==> src/ppid_pkg.sv <==
`timescale 1ns / 1ps
// ----------------------------------------------------------------------------
// ppid_pkg
// Shared widths, register indexes, reset values and the symmetric clamp used
// by the positional PID core.
// ----------------------------------------------------------------------------
package ppid_pkg;

  // Field widths
  localparam int InW      = 16;  // measured / target
  localparam int GainW    = 16;  // Q8.8 gains
  localparam int LimW     = 23;  // magnitude limits
  localparam int ErrW     = 17;  // target - measured
  localparam int DerrW    = 18;  // error - previous error
  localparam int IntW     = 24;  // integral accumulator
  localparam int DriveW   = 24;  // clamped output
  localparam int AccW     = 36;  // working width for sums before clamping
  localparam int CfgIdxW  = 3;
  localparam int CfgDataW = 23;

  // Configuration register indexes
  typedef enum logic [CfgIdxW-1:0] {
    CFG_GAIN_P    = 3'd0,
    CFG_GAIN_I    = 3'd1,
    CFG_GAIN_D    = 3'd2,
    CFG_INT_LIMIT = 3'd3,
    CFG_OUT_LIMIT = 3'd4
  } cfg_idx_e;

  // Reset values
  localparam logic signed [GainW-1:0] GainPRst  = 16'sd256;
  localparam logic signed [GainW-1:0] GainIRst  = 16'sd26;
  localparam logic signed [GainW-1:0] GainDRst  = 16'sd26;
  localparam logic        [LimW-1:0]  IntLimRst = 23'd128000;
  localparam logic        [LimW-1:0]  OutLimRst = 23'd12800;

  // Clamp v to [-lim, +lim]
  function automatic logic signed [AccW-1:0] clamp_sym(
    input logic signed [AccW-1:0] v,
    input logic        [LimW-1:0] lim
  );
    logic signed [AccW-1:0] hi;
    logic signed [AccW-1:0] lo;
    hi = $signed(AccW'(lim));
    lo = -hi;
    if (v > hi) begin
      return hi;
    end else if (v < lo) begin
      return lo;
    end
    return v;
  endfunction

endpackage

==> src/positional_pid_antiwindup_core.sv <==
`timescale 1ns / 1ps
// ----------------------------------------------------------------------------
// positional_pid_antiwindup_core
// Positional PID step with a clamped, sign-checked integral and a clamped
// output. One sample in, one drive value out.
// ----------------------------------------------------------------------------
//
//  Channel   Signals                              Direction
//  -------   -----------------------------------  ---------
//  in        in_valid_i, in_stall_o, measured_i,   sample in
//            target_i
//  out       out_valid_o, out_stall_i, drive_o     drive out
//  cfg       cfg_we_i, cfg_idx_i, cfg_wdata_i      register write
//
//  A sample enters an input register holding the error, then one pass of
//  three 16x17/18 multiplies, adds and clamps writes the result register.
//  A new transaction is taken every cycle while the output is not stalled.
//  The integral and previous error update in the same cycle the result is
//  registered, so back-to-back samples see fresh state.
//  Reset clears the integral and previous error and restores the gains.
//  A stall on the output holds the result and backs up into in_stall_o.
// ----------------------------------------------------------------------------
module positional_pid_antiwindup_core (
  input  logic                                 clk_i,
  input  logic                                 rst_ni,
  // configuration
  input  logic                                 cfg_we_i,
  input  logic [ppid_pkg::CfgIdxW-1:0]         cfg_idx_i,
  input  logic [ppid_pkg::CfgDataW-1:0]        cfg_wdata_i,
  // input channel
  input  logic                                 in_valid_i,
  output logic                                 in_stall_o,
  input  logic signed [ppid_pkg::InW-1:0]      measured_i,
  input  logic signed [ppid_pkg::InW-1:0]      target_i,
  // output channel
  output logic                                 out_valid_o,
  input  logic                                 out_stall_i,
  output logic signed [ppid_pkg::DriveW-1:0]   drive_o
);
  import ppid_pkg::*;

  // Configuration registers
  logic signed [GainW-1:0] gain_p_q, gain_i_q, gain_d_q;
  logic        [LimW-1:0]  int_lim_q, out_lim_q;

  always_ff @(posedge clk_i or negedge rst_ni) begin
    if (!rst_ni) begin
      gain_p_q  <= GainPRst;
      gain_i_q  <= GainIRst;
      gain_d_q  <= GainDRst;
      int_lim_q <= IntLimRst;
      out_lim_q <= OutLimRst;
    end else if (cfg_we_i) begin
      unique case (cfg_idx_i)
        CFG_GAIN_P:    gain_p_q  <= cfg_wdata_i[GainW-1:0];
        CFG_GAIN_I:    gain_i_q  <= cfg_wdata_i[GainW-1:0];
        CFG_GAIN_D:    gain_d_q  <= cfg_wdata_i[GainW-1:0];
        CFG_INT_LIMIT: int_lim_q <= cfg_wdata_i[LimW-1:0];
        CFG_OUT_LIMIT: out_lim_q <= cfg_wdata_i[LimW-1:0];
        default: ;
      endcase
    end
  end

  // Handshake control
  logic s1_valid_q;
  logic out_valid_q;
  logic advance;

  assign advance    = s1_valid_q && (!out_valid_q || !out_stall_i);
  assign in_stall_o = s1_valid_q && !advance;

  // Input register: error formed on entry
  logic signed [ErrW-1:0] s1_err_d, s1_err_q;
  assign s1_err_d = {target_i[InW-1], target_i} - {measured_i[InW-1], measured_i};

  always_ff @(posedge clk_i or negedge rst_ni) begin
    if (!rst_ni) begin
      s1_valid_q <= 1'b0;
    end else if (!in_stall_o) begin
      s1_valid_q <= in_valid_i;
    end
  end

  always_ff @(posedge clk_i) begin
    if (!in_stall_o && in_valid_i) begin
      s1_err_q <= s1_err_d;
    end
  end

  // Controller state
  logic signed [IntW-1:0] integ_q, integ_d;
  logic signed [ErrW-1:0] prev_err_q;

  // Products
  logic signed [DerrW-1:0]       derr;
  logic signed [GainW+ErrW-1:0]  p_prod, i_prod;
  logic signed [GainW+DerrW-1:0] d_prod;

  assign derr   = DerrW'(s1_err_q) - DerrW'(prev_err_q);
  assign p_prod = (GainW+ErrW)'(gain_p_q) * (GainW+ErrW)'(s1_err_q);
  assign i_prod = (GainW+ErrW)'(gain_i_q) * (GainW+ErrW)'(s1_err_q);
  assign d_prod = (GainW+DerrW)'(gain_d_q) * (GainW+DerrW)'(derr);

  // Integral: accumulate, clamp, then clear on opposite sign
  logic signed [AccW-1:0] acc_sum, acc_clamp;
  logic                   sign_clash;

  assign acc_sum    = AccW'(integ_q) + AccW'(i_prod);
  assign acc_clamp  = clamp_sym(acc_sum, int_lim_q);
  assign sign_clash = (acc_clamp > 0 && s1_err_q < 0) || (acc_clamp < 0 && s1_err_q > 0);
  assign integ_d    = sign_clash ? '0 : IntW'(acc_clamp);

  // Output sum and clamp
  logic signed [AccW-1:0]   drv_sum, drv_clamp;
  logic signed [DriveW-1:0] drive_d, drive_q;

  assign drv_sum   = AccW'(p_prod) + AccW'(d_prod) + AccW'(integ_d);
  assign drv_clamp = clamp_sym(drv_sum, out_lim_q);
  assign drive_d   = DriveW'(drv_clamp);

  always_ff @(posedge clk_i or negedge rst_ni) begin
    if (!rst_ni) begin
      integ_q     <= '0;
      prev_err_q  <= '0;
      out_valid_q <= 1'b0;
    end else if (advance) begin
      integ_q     <= integ_d;
      prev_err_q  <= s1_err_q;
      out_valid_q <= 1'b1;
    end else if (!out_stall_i) begin
      out_valid_q <= 1'b0;
    end
  end

  always_ff @(posedge clk_i) begin
    if (advance) begin
      drive_q <= drive_d;
    end
  end

  assign out_valid_o = out_valid_q;
  assign drive_o     = drive_q;

  // Assertions
  a_drive_in_limit: assert property (@(posedge clk_i) disable iff (!rst_ni)
    out_valid_o |-> (drive_o <= $signed({1'b0, out_lim_q}) &&
                     drive_o >= -$signed({1'b0, out_lim_q})))
    else $error("drive outside output limit");

  a_stall_needs_item: assert property (@(posedge clk_i) disable iff (!rst_ni)
    in_stall_o |-> s1_valid_q)
    else $error("input stalled with empty input register");

  a_advance_fills_out: assert property (@(posedge clk_i) disable iff (!rst_ni)
    advance |=> (out_valid_o && prev_err_q == $past(s1_err_q)))
    else $error("result or previous error not updated");

  a_integ_sign: assert property (@(posedge clk_i) disable iff (!rst_ni)
    (advance && s1_err_q > 0) |=> integ_q >= 0)
    else $error("integral sign disagrees with positive error");

endmodule

==> config.mk <==
export PLATFORM = sky130hd
export DESIGN_NAME = positional_pid_antiwindup_core
export DESIGN_NICKNAME = d
export VERILOG_FILES = /design/src/ppid_pkg.sv /design/src/positional_pid_antiwindup_core.sv
export SDC_FILE = /design/constraint.sdc
export NUM_CORES = 2
export LEC_CHECK = 0
export BUFFER_PORTS_ARGS = -buffer_cell sky130_fd_sc_hd__buf_2
export CORE_ASPECT_RATIO = 2
export CORE_MARGIN = 8
export CORE_UTILIZATION = 35
export CTS_CLUSTER_SIZE = 28
export DETAILED_ROUTE_END_ITERATION = 16
export HOLD_SLACK_MARGIN = 0.03
export PLACE_DENSITY = 0.56
export SETUP_SLACK_MARGIN = 0.2
export SLEW_MARGIN = 20
export SYNTH_ARGS = -nofsm -noshare
export SYNTH_HDL_FRONTEND = slang
export SYNTH_SLANG_ARGS = --single-unit
==> constraint.sdc <==
create_clock -name clk_i -period 59 [get_ports clk_i]
set_input_delay 14.75 -clock clk_i [delete_from_list [all_inputs] [get_ports clk_i]]
set_output_delay 14.75 -clock clk_i [all_outputs]
set_load 0.05 [all_outputs]
# [After elaboration in Yosys (flattened, before gate mapping)]
# Cells that the tools add are included.
[classes] n_eq_ne=5 div=0 shift=0 bitwise_logic=0 muxes=13 add_sub_neg=7 n_lt_le_gt_ge=8 multipliers=3 n_reduce_logical=17
[op_table] op="36-bit two-way mux" n=3
[op_table] op="24-bit two-way mux" n=4
[op_table] op="23-bit negator with 36-bit output" n=2
[op_table] op="16-bit by 17-bit multiplier with 33-bit output" n=2
[op_table] op="35-bit by 24-bit adder with 36-bit output" n=1
[op_table] op="36-bit by 1-bit greater-than comparator with 1-bit output (second input constant)" n=1
[op_table] op="36-bit by 24-bit greater-than comparator with 1-bit output" n=1
[op_table] op="34-bit by 36-bit < comparator with 1-bit output" n=1
[op_table] op="36-bit by 1-bit < comparator with 1-bit output (second input constant)" n=1
[op_table] op="36-bit < comparator" n=1
[op_table] op="33-bit by 34-bit adder with 35-bit output" n=1
[op_table] op="24-bit by 33-bit adder with 34-bit output" n=1
[op_table] op="34-bit by 24-bit greater-than comparator with 1-bit output" n=1
[op_table] op="16-bit by 18-bit multiplier with 34-bit output" n=1
[op_table] op="17-bit by 17-bit subtractor with 18-bit output" n=1
[op_table] op="17-bit by 1-bit greater-than comparator with 1-bit output (second input constant)" n=1
[op_table] op="17-bit by 1-bit < comparator with 1-bit output (second input constant)" n=1
[op_table] op="16-bit by 16-bit subtractor with 17-bit output" n=1
[op_table] op="2-bit AND reduction" n=5
[op_table] op="3-bit by 2-bit equality test with 1-bit output (second input constant)" n=2
[op_table] op="1-bit two-way mux" n=6
[op_table] op="1-bit logical AND" n=5
[op_table] op="1-bit zero test" n=4
[op_table] op="3-bit by 1-bit equality test with 1-bit output (second input constant)" n=1
[op_table] op="other kinds (4)" n=5
[word_totals] input_bits=63 n_memories=0 word_cells=64 output_inout_bits=26 latch_bits=0 mem_bits_ro=0 mem_bits_rw=0 register_bits=178

# [Logic depth before layout (Yosys ltp)]
[logic_depth] depth_word=15 ltp_mapped=84 ltp_nobuf=78

# [Worst setup path after synthesis]
# No wires, ideal clock.
[synth_path] path_kind="input to output" start="in out_stall_i" end="out in_stall_o" required_ns=44.250 cell_stages=2 t_arrival_ns=15.187 setup_slack_ns=29.063 n_path_buf=0 cell_sequence="nand3_1 > inv_1"
[synth_between] elab_chain_len=5
[synth_lines] item="start: declaration" line_no="positional_pid_antiwindup_core.sv:37" rtl="input logic out_stall_i,"
[synth_lines] item="1-bit zero test"
[synth_lines] item="1-bit logical OR" line_no="positional_pid_antiwindup_core.sv:70" rtl="assign advance = s1_valid_q && (!out_valid_q || !out_stall_i);"
[synth_lines] item="1-bit logical AND" line_no="positional_pid_antiwindup_core.sv:70"
[synth_lines] item="1-bit zero test" line_no="positional_pid_antiwindup_core.sv:71" rtl="assign in_stall_o = s1_valid_q && !advance;"
[synth_lines] item="1-bit logical AND" line_no="positional_pid_antiwindup_core.sv:71"
[synth_lines] item="end: declaration" line_no="positional_pid_antiwindup_core.sv:32" rtl="output logic in_stall_o,"
# No other way between the ends.

# [Final worst setup path]
# Ends and elaborated chain as after synthesis.

==> run metrics <==
Via density=5.02; status=finished clean; Post-CTS Resized=0; critical path required time=44.25 ns; 1st-iter DRT viols=1356; Post-Syn Nets=6461; reg-to-reg startpoint=s1_err_q[7]; Die Ht=530 µm; CTS clk-pin slew, worst paths=0.07 ns; top cells by instance count after synthesis=inv_1 (1228), fa_1 (975), nand2_1 (646); startpoint type of the worst setup path=input pin; Post-synth EDFFs=41; Initial Util=35.2%; Slew headroom=20.4%; largest net degree at the start of global routing=58; wire per inst=20.1 µm; Achievable Freq=0.0333 GHz; arrival time worst endpoint=15.26 ns; Max Clock Skew=0.0271 ns; CTS max path bufs=3; Synth area leader=fa_1; # DRC=0; routability cong.=0.895; core area=131000 µm²; top-area cell type share of the netlist area=42.2%; CP startpoint=out_stall_i; Clock Tree Root=clkbuf_16; flop2flop setup slack=35.25 ns; CTS tree=built; H-Tree Depth=4; FILL cells=13300; Netlist cell types=93; vias in the first global route=38400; final net count=6435; RSZ-0062 raised after global routing=no; layout cells sized above 1=6.25%; die area=145000 µm²; detailed-placement wirelength estimate=115 mm; final worst-path cycle share=50.9%; number of port buffers=88; io pins=89; fin cells=6734; row cnt=188; register area share after synthesis=10.1%; Period minus WS final=30.01 ns; Worst Path Max Fanout=3; Pins Over Slew Limit=0; Sum Neg Setup Slack=0 ns; Worst-Margin Slew=1.19 ns; CTS Buf Count=25; total grt overflow=0; top post-synthesis cells by area=fa_1 (42%), ha_1 (10%), inv_1 (10%), dfrtp_1 (6.5%), nand2_1 (5.2%); DRT Pass-1 Iters=6; Synth Flop Type=dfrtp_1; area added between synthesis and finish=6.51%; number of synthesized register bits=178; clk_lat worst skew=0.55 ns; placed cells=6697; first-pass GRT wire length=212 mm; Tightest Hold Check Type=reg2reg; ys async rst share=77.0%; Post-Synthesis Cell Area=46200 µm²; worst slack at placement=28.98 ns; Final Hold Vio Count=0; global-route usage over all layers=19.1%; hold_buf cts=0; Post-CTS Repair Setup Buffers=0; ANT nets after route=0; Synth Instances=5041; Mapped Avg Cell Area=9.17 µm²; final setup fails=0; critical path class=in2out; hold path startpoint=integ_q[6]; Clock Sinks=178; initial antenna violation count=9; WHS=0.483 ns; warnings from Yosys=0; PnR worst setup slack=28.99 ns; Total Wirelength=135 mm; Setup crit end kind=output pin; Max-Cap Viols=0; top-count cell post-synth=inv_1; Die W=273 µm; via count=33800
-- through the flow --
stage | util (%) | cell area (µm²)
2_1_floorplan | - | 46200
3_3_place_gp | 37.0 | 48500
3_5_place_dp | 37.0 | 48500
4_1_cts | 37.5 | 49200
5_1_grt | 37.5 | 49200
6_report | 37.5 | 49200
-- layout make-up --
class                   instances  area (µm²)  share of cell area [%]
well taps                    1710        2140                    4.34
clock buffers                  30         654                    1.33
inverters                    1231        4630                    9.39
flip-flops and latches        178        4680                    9.50
diodes                          3        7.51                  0.0152
multi-input cells            3433       36200                    73.5
repair buffers                146         902                    1.83
clock inverters                 3        42.5                  0.0864
-- state kept, by name, summed over array words and instances (netlist names) --
register and flops:
gain_i_q 16, integ_q 24, drive_o 24, out_valid_o 1, int_lim_q 23, gain_p_q 16, prev_err_q 17, gain_d_q 16
s1_err_q 17, s1_valid_q 1, out_lim_q 23
-- final timing paths --
path                                      to  depth (start not counted)
worst max register to register    drive_o[1]                         75
worst max-delay path              in_stall_o                          4
worst min register to register    integ_q[6]                          2
min in group asynchronous       int_lim_q[0]                          1
max in group asynchronous       gain_d_q[15]                          2
worst min-delay path              integ_q[6]                          2
-- routing by layer --
| metal | up-vias | track usage (%) | routed length [µm] | share of wire [%] |
|---|---|---|---|---|
| met4 | 2 | 12.1 | 9790 | 7.2 |
| met3 | 461 | 1.51 | 3370 | 2.5 |
| li1 | 15100 | - | - | - |
| met1 | 17400 | 17.2 | 42400 | 31 |
| met2 | 748 | 39.6 | 79700 | 59 |
| met5 | - | 0 | 13 | 0.0096 |
-- worst max-delay path, cell delays in order --
cell and delay, ns:
buf_2 0.09, nand3_1 0.10, inv_1 0.07, buf_2 0.26
-- cell families after synthesis --
logic type	count (synthesis)	synth area share, %
buf+inv	1430	11.7
simple gates	1365	14.2
flops	178	10.1
fa+ha+maj	1357	52.5
compound gates	485	6.71
xor+xnor	129	2.44
mux	97	2.32
-- layout by cell type, fill, tap and decap left out, types with 19 or more instances in the layout --
cell type,n
ha_1,382
clkbuf_16,25
nand2_1,645
nor2_1,139
nand4_1,25
buf_4,57
nor3_1,44
and2_1,297
a21oi_1,136
nand2b_1,57
fa_1,975
o31ai_1,20
edfxtp_1,41
mux2_2,75
o21ai_0,131
nor2b_1,35
a211oi_1,21
nand3_1,36
mux2i_1,19
buf_2,87
xnor2_1,113
dfrtp_1,121
a21o_1,50
inv_1,1228
Power is left out: the tool's default activity adds up to more than one toggle a clock period on the data nets, which glitch-free logic cannot reach.
